`config.mk`:
```
export PLATFORM = sky130hd
export DESIGN_NAME = tga_datapath
export DESIGN_NICKNAME = d
export VERILOG_FILES = /design/src/hw/rtl/tga_pkg.sv /design/src/hw/rtl/tga_datapath.sv
export SDC_FILE = /design/constraint.sdc
export NUM_CORES = 2
export LEC_CHECK = 0
export ABC_AREA = 1
export BUFFER_PORTS_ARGS = -buffer_cell sky130_fd_sc_hd__buf_4
export CELL_PAD_IN_SITES_DETAIL_PLACEMENT = 0
export CELL_PAD_IN_SITES_GLOBAL_PLACEMENT = 2
export CORE_MARGIN = 2
export CORE_UTILIZATION = 36
export DETAILED_ROUTE_END_ITERATION = 8
export GPL_ROUTABILITY_DRIVEN = 0
export PLACE_DENSITY = 0.85
export SYNTH_ARGS = -nofsm -noshare
export SYNTH_HDL_FRONTEND = slang
export SYNTH_SLANG_ARGS = --single-unit
```
`constraint.sdc`:
```
create_clock -name clk_i -period 8.9 [get_ports clk_i]
set_input_delay 0.89 -clock clk_i [delete_from_list [all_inputs] [get_ports clk_i]]
set_output_delay 0.89 -clock clk_i [all_outputs]
set_load 0.005 [all_outputs]
```
`src/hw/rtl/tga_pkg.sv`:
```
// Shared types, codes and fixed-point helpers for the tile GEMM accumulator.
package tga_pkg;

  localparam int unsigned DataW = 32;
  localparam int unsigned CoordW = 4;
  localparam int unsigned CfgIdxW = 2;

  localparam logic signed [DataW-1:0] QOne = 32'sd65536;
  localparam logic signed [DataW-1:0] QMax = 32'sh7FFF_FFFF;
  localparam logic signed [DataW-1:0] QMin = 32'sh8000_0000;

  typedef enum logic {
    ACT_ACCUM     = 1'b0,
    ACT_WRITEBACK = 1'b1
  } action_e;

  typedef enum logic [CfgIdxW-1:0] {
    CFG_ALPHA = 2'd0,
    CFG_BETA  = 2'd1
  } cfg_idx_e;

  typedef struct packed {
    action_e                   action;
    logic [CoordW-1:0]         tile_row;
    logic [CoordW-1:0]         tile_col;
    logic signed [DataW-1:0]   a_value;
    logic signed [DataW-1:0]   b_value;
    logic signed [DataW-1:0]   c_value;
  } in_word_t;

  typedef struct packed {
    logic signed [DataW-1:0]   result_value;
    logic [CoordW-1:0]         out_row;
    logic [CoordW-1:0]         out_col;
  } out_word_t;

  // Datapath steering from the sequencer
  typedef struct packed {
    logic mul_first;   // scale * operand, capture accumulator
    logic mul_second;  // truncated product * b
  } dp_ctrl_t;

  // Q16.16 product: drop 16 LSBs (floor), saturate to 32 bits
  function automatic logic signed [DataW-1:0] q_trunc_sat(input logic signed [2*DataW-1:0] p);
    logic signed [2*DataW-17:0] t;
    logic signed [DataW-1:0] r;
    t = p[2*DataW-1:16];
    if (!t[2*DataW-17] && (|t[2*DataW-18:DataW-1])) begin
      r = QMax;
    end else if (t[2*DataW-17] && !(&t[2*DataW-18:DataW-1])) begin
      r = QMin;
    end else begin
      r = t[DataW-1:0];
    end
    return r;
  endfunction

  function automatic logic signed [DataW-1:0] q_add_sat(input logic signed [DataW-1:0] a,
                                                        input logic signed [DataW-1:0] b);
    logic signed [DataW:0] s;
    logic signed [DataW-1:0] r;
    s = {a[DataW-1], a} + {b[DataW-1], b};
    if (s[DataW] != s[DataW-1]) begin
      r = s[DataW] ? QMin : QMax;
    end else begin
      r = s[DataW-1:0];
    end
    return r;
  endfunction

endpackage

```
`src/hw/rtl/tga_datapath.sv`:
```
// Shared 32x32 multiplier, truncation/saturation and accumulate adder.
module tga_datapath
  import tga_pkg::*;
(
  input  logic                    clk_i,
  input  dp_ctrl_t                ctrl_i,
  input  in_word_t                item_i,
  input  logic                    inside_i,
  input  logic signed [DataW-1:0] alpha_i,
  input  logic signed [DataW-1:0] beta_i,
  input  logic signed [DataW-1:0] rd_data_i,
  output logic signed [DataW-1:0] sum_o
);

  logic signed [2*DataW-1:0] prod_q, prod_d;
  logic signed [DataW-1:0]   acc_q, acc_d;
  logic signed [DataW-1:0]   mul_a, mul_b;
  logic signed [DataW-1:0]   prod_trunc;

  assign prod_trunc = q_trunc_sat(prod_q);

  always_comb begin
    mul_a  = prod_trunc;
    mul_b  = item_i.b_value;
    prod_d = prod_q;
    acc_d  = acc_q;
    if (ctrl_i.mul_first) begin
      if (item_i.action == ACT_WRITEBACK) begin
        mul_a = beta_i;
        mul_b = item_i.c_value;
      end else begin
        mul_a = alpha_i;
        mul_b = item_i.a_value;
      end
      // out-of-tile entries read as zero
      acc_d = inside_i ? rd_data_i : '0;
    end
    if (ctrl_i.mul_first || ctrl_i.mul_second) begin
      prod_d = mul_a * mul_b;
    end
  end

  always_ff @(posedge clk_i) begin
    prod_q <= prod_d;
    acc_q  <= acc_d;
  end

  assign sum_o = q_add_sat(acc_q, prod_trunc);

endmodule

```
==> report_table.html <==
<table>
<tr><th>Metric</th><th>Value</th></tr>
<tr><th colspan="2">Status</th></tr>
<tr><td>Run status</td><td>finished, final reports clean</td></tr>
<tr><th colspan="2">Critical path</th></tr>
<tr><td>Data arrival, critical path</td><td>8.64 ns</td></tr>
<tr><td>Nature of the critical path startpoint</td><td>register</td></tr>
<tr><td>Slack of the worst reg-to-reg path</td><td>between 0.3 and 0.4 ns</td></tr>
<tr><td>Critical path fanouts, max</td><td>26</td></tr>
<tr><td>WS Path Type</td><td>register to register</td></tr>
<tr><td>Biggest cell delay along the critical path</td><td>about 0.59 ns</td></tr>
<tr><td>Cell at the slowest stage of the critical path</td><td>sky130_fd_sc_hd__fa_1</td></tr>
<tr><td>Setup crit end kind</td><td>register</td></tr>
<tr><td>Destination of the worst register-to-register timing path</td><td>prod_q[51]</td></tr>
<tr><td>Origin of the critical flop-to-flop path</td><td>prod_q[52]</td></tr>
<tr><td>Endpoint required time on the critical path</td><td>9.00 ns</td></tr>
<tr><td>Cells on worst reg2reg path</td><td>34</td></tr>
<tr><td>Most Frequent Cell on Critical Path</td><td>sky130_fd_sc_hd__fa_1</td></tr>
<tr><th colspan="2">Global route</th></tr>
<tr><td>Number of antenna violations at the first check in global routing</td><td>5</td></tr>
<tr><td>Remaining Overflow, GRT</td><td>0</td></tr>
<tr><td>Vias in the first global route</td><td>around 37000</td></tr>
<tr><td>Combined global-route utilization of all metal layers</td><td>0.2534</td></tr>
<tr><td>Largest net degree at the start of global routing</td><td>between 40 and 50</td></tr>
<tr><td>Global-route wire length before repair</td><td>222900 um</td></tr>
<tr><th colspan="2">Route</th></tr>
<tr><td>Starting DRC count in detailed routing</td><td>between 2000 and 2500</td></tr>
<tr><td>Number of search-and-repair iterations in the first detailed-routing pass</td><td>5</td></tr>
<tr><td>Detailed-route vias per instance</td><td>between 4 and 5</td></tr>
<tr><td>Drt wl/cell</td><td>roughly 21 um</td></tr>
<tr><td>Remaining number of nets flagged by the antenna check after routing</td><td>0</td></tr>
<tr><td>Post-detailed-routing wire length</td><td>between 100000 and 150000 um</td></tr>
<tr><td>Routed vias</td><td>34380</td></tr>
<tr><td>Drc violations</td><td>0</td></tr>
<tr><th colspan="2">Die</th></tr>
<tr><td>Core Region</td><td>approximately 0.11 sq mm</td></tr>
<tr><td>Die width</td><td>roughly 340 um</td></tr>
<tr><td>Die height</td><td>around 340 um</td></tr>
<tr><td>Starting Density</td><td>0.3639</td></tr>
<tr><td># rows</td><td>about 120</td></tr>
<tr><td>Total Die Area</td><td>between 0.1 and 0.15 sq mm</td></tr>
<tr><td>Io pins</td><td>237</td></tr>
<tr><th colspan="2">Synth</th></tr>
<tr><td>Flip-flop and latch count after synthesis</td><td>80</td></tr>
<tr><td>Cell type with the largest total area after synthesis</td><td>sky130_fd_sc_hd__fa_1</td></tr>
<tr><td>Async SR Flop Fraction</td><td>0</td></tr>
<tr><td>Synth warn</td><td>0</td></tr>
<tr><td>Synthesized instance count</td><td>4993</td></tr>
<tr><td>Average footprint of a synthesized cell</td><td>8.345 sq um</td></tr>
<tr><td>Cell area after synthesis</td><td>~0.042 sq mm</td></tr>
<tr><td>Most instantiated cells after synthesis</td><td>1176 x sky130_fd_sc_hd__inv_1, 1082 x sky130_fd_sc_hd__fa_1, 947 x sky130_fd_sc_hd__nand2_1, 697 x sky130_fd_sc_hd__nor2_1, 211 x sky130_fd_sc_hd__ha_1</td></tr>
<tr><td>Synth Flop Type</td><td>sky130_fd_sc_hd__edfxtp_1</td></tr>
<tr><td>Most instantiated library cell after synthesis</td><td>sky130_fd_sc_hd__inv_1</td></tr>
<tr><td>Number of flops mapped to enable cells by yosys</td><td>80</td></tr>
<tr><td>Sequential-to-total area share from yosys stat</td><td>0.05765</td></tr>
<tr><td>Ranking of synthesized cells by area</td><td>sky130_fd_sc_hd__fa_1 52%, sky130_fd_sc_hd__inv_1 11%, sky130_fd_sc_hd__nand2_1 8.5%</td></tr>
<tr><td>Top cell type's share of synthesized area</td><td>0.5198</td></tr>
<tr><td>Number of nets produced by synthesis</td><td>approximately 6500</td></tr>
<tr><td>Yosys cell types</td><td>47</td></tr>
<tr><th colspan="2">Finish</th></tr>
<tr><td>Final cell count without fillers</td><td>between 6000 and 7000</td></tr>
<tr><td>Multi-input logic area</td><td>approximately 0.034 sq mm</td></tr>
<tr><td>Area growth syn-to-layout</td><td>17.14%</td></tr>
<tr><td>Post-route cell area</td><td>about 0.05 sq mm</td></tr>
<tr><td>Diode count</td><td>0</td></tr>
<tr><td>Fraction of final layout cells sized beyond drive strength 1</td><td>0.1323</td></tr>
<tr><td>Combined flip-flop and latch cell area</td><td>between 0.002 and 0.0025 sq mm</td></tr>
<tr><td>Fill cell total of the finished layout</td><td>around 12000</td></tr>
<tr><td>Nets@finish</td><td>6935</td></tr>
<tr><th colspan="2">Clock network</th></tr>
<tr><td>Clock insertion delay at the later pin of the skew report</td><td>between 0.3 and 0.4 ns</td></tr>
<tr><td>TritonCTS Buffers</td><td>9</td></tr>
<tr><td>CTS tree</td><td>yes</td></tr>
<tr><td>Hold bufs inserted after CTS</td><td>0</td></tr>
<tr><td>Post-CTS clock slew at the launch and capture registers of the worst setup and hold paths</td><td>about 0.07 ns</td></tr>
<tr><td>Root Buffer</td><td>sky130_fd_sc_hd__clkbuf_16</td></tr>
<tr><td>TritonCTS Sinks</td><td>80</td></tr>
<tr><td>Buffer depth of the longest clock path</td><td>2</td></tr>
<tr><td>Clock H-tree levels</td><td>3</td></tr>
<tr><th colspan="2">Placement</th></tr>
<tr><td>HPWL after detailed placement</td><td>~130000 um</td></tr>
<tr><td>Placed cells</td><td>6934</td></tr>
<tr><td>Post-placement cell area</td><td>a little under 0.05 sq mm</td></tr>
<tr><td>Count of buffers from port buffering</td><td>roughly 230</td></tr>
<tr><th colspan="2">Worst hold path</th></tr>
<tr><td>Startpoint of the most critical hold path</td><td>rd_data_i[31]</td></tr>
<tr><td>Worst hold path class</td><td>primary input to register</td></tr>
<tr><td>Endpoint, Worst Hold</td><td>acc_q[31]</td></tr>
<tr><td>Cell depth of the worst hold path</td><td>3</td></tr>
<tr><th colspan="2">STA</th></tr>
<tr><td>Minimum clock period after layout</td><td>8.540 ns</td></tr>
<tr><td>Worst slew pin tran</td><td>1.172 ns</td></tr>
<tr><td>Tightest hold margin</td><td>0.7932 ns</td></tr>
<tr><td>Remaining max-slew budget at the tightest pin</td><td>0.2166</td></tr>
<tr><td>Largest clock skew in the final design</td><td>between 0.008 and 0.009 ns</td></tr>
<tr><td>Final setup vio count</td><td>0</td></tr>
<tr><td>Final Hold Fails</td><td>0</td></tr>
<tr><td>Final clock period utilization by the worst path</td><td>0.9596</td></tr>
<tr><td>Final Max Slew Viols</td><td>0</td></tr>
<tr><td>Achievable frequency</td><td>~0.12 GHz</td></tr>
<tr><th colspan="2">Job</th></tr>
<tr><td>Max-cap check violation count</td><td>0</td></tr>
</table>
-- registers in the layout, summed over array words and instances (netlist names) --
name,count
prod_q,48
acc_q,32
-- how the worst max path moves through the flow --
stage / from / end / slack [ns] / cells past startpoint
3_3_place_gp: ctrl_i[1] / prod_q[60] / 0.03 / 25
6_report: prod_q[52] / prod_q[51] / 0.36 / 34
2_1_floorplan: ctrl_i[1] / prod_q[62] / 0.15 / 30
5_1_grt: prod_q[52] / prod_q[61] / -0.001 / 38
4_1_cts: prod_q[52] / prod_q[60] / 0.07 / 29
3_5_place_dp: item_i[104] / prod_q[60] / -0.03 / 29
-- per-stage QoR --
| stage | utilization | TNS (ns) | setup slack, ns |
|---|---|---|---|
| floorplan | - | 0 | 0.1547 |
| global placement | 0.4214 | 0 | 0.02691 |
| detailed placement | 0.4214 | -0.02651 | -0.02651 |
| CTS | 0.4245 | 0 | 0.07475 |
| global route | 0.4263 | -0.001297 | -0.001297 |
| finish | 0.4263 | 0 | 0.3599 |
-- per-layer routing --
metal	wire, um	track usage	up-vias
met3	8795	0.03075	186
met2	71790	0.4393	1091
met4	5247	0.07183	10
li1	-	-	15400
met5	58	0	-
met1	59790	0.3334	17690
-- logic make-up after synthesis --
kind of cell    Yosys count  share of synthesized area
xor+xnor                 79                    0.01661
flops                    80                    0.05765
buf+inv                1384                     0.1265
compound gates          368                    0.04892
simple gates           1789                     0.1671
fa+ha+maj              1293                     0.5832
-- worst max-delay path: cells and delay by family, from the launching register on --
kind / cells / cell delay (ns)
AOI/OAI and AO/OA: 2 / 0.54
adders and majority gates: 9 / 4.41
buffers and inverters: 8 / 1.07
DFF: 1 / 0.45
and+or+nand+nor: 15 / 1.79
-- cells in the final DEF (no fill, tap or decap), types with 5 or more instances in the layout --
cell type and instances:
sky130_fd_sc_hd__nand3_1 98, sky130_fd_sc_hd__nand2_2 7, sky130_fd_sc_hd__nor3_1 11, sky130_fd_sc_hd__edfxtp_1 80, sky130_fd_sc_hd__a31oi_1 12, sky130_fd_sc_hd__inv_1 1169, sky130_fd_sc_hd__clkinv_1 11, sky130_fd_sc_hd__o21a_1 11
sky130_fd_sc_hd__nor2_1 695, sky130_fd_sc_hd__buf_12 62, sky130_fd_sc_hd__buf_6 7, sky130_fd_sc_hd__buf_4 547, sky130_fd_sc_hd__xor2_1 54, sky130_fd_sc_hd__inv_2 16, sky130_fd_sc_hd__o21ai_4 10, sky130_fd_sc_hd__a21oi_2 6
sky130_fd_sc_hd__nand4_1 7, sky130_fd_sc_hd__fa_1 1081, sky130_fd_sc_hd__clkbuf_16 9, sky130_fd_sc_hd__ha_1 211, sky130_fd_sc_hd__xnor2_1 25, sky130_fd_sc_hd__a211oi_1 7, sky130_fd_sc_hd__nand2_1 945, sky130_fd_sc_hd__a21oi_1 141
sky130_fd_sc_hd__o21ai_2 33, sky130_fd_sc_hd__o21ai_1 27, sky130_fd_sc_hd__and3_1 5, sky130_fd_sc_hd__o21ai_0 106, sky130_fd_sc_hd__clkinvlp_4 5
-- layout make-up --
class | instances | share of cell area
timing repair buffer | 618 | 0.1118
clock buffer | 10 | 0.004691
clock inverter | 6 | 0.002692
multi-input combinational | 3529 | 0.7003
tap | 1512 | 0.03876
inverter | 1199 | 0.09251
sequential | 80 | 0.04922
-- what timing repair did --
item,in CTS,in global routing
buffers inserted,0,4
resized for setup,0,46
endpoints found under the setup margin,0,27
Power is left out: the tool's default activity adds up to more than one toggle a clock period on the data nets, which glitch-free logic cannot reach.
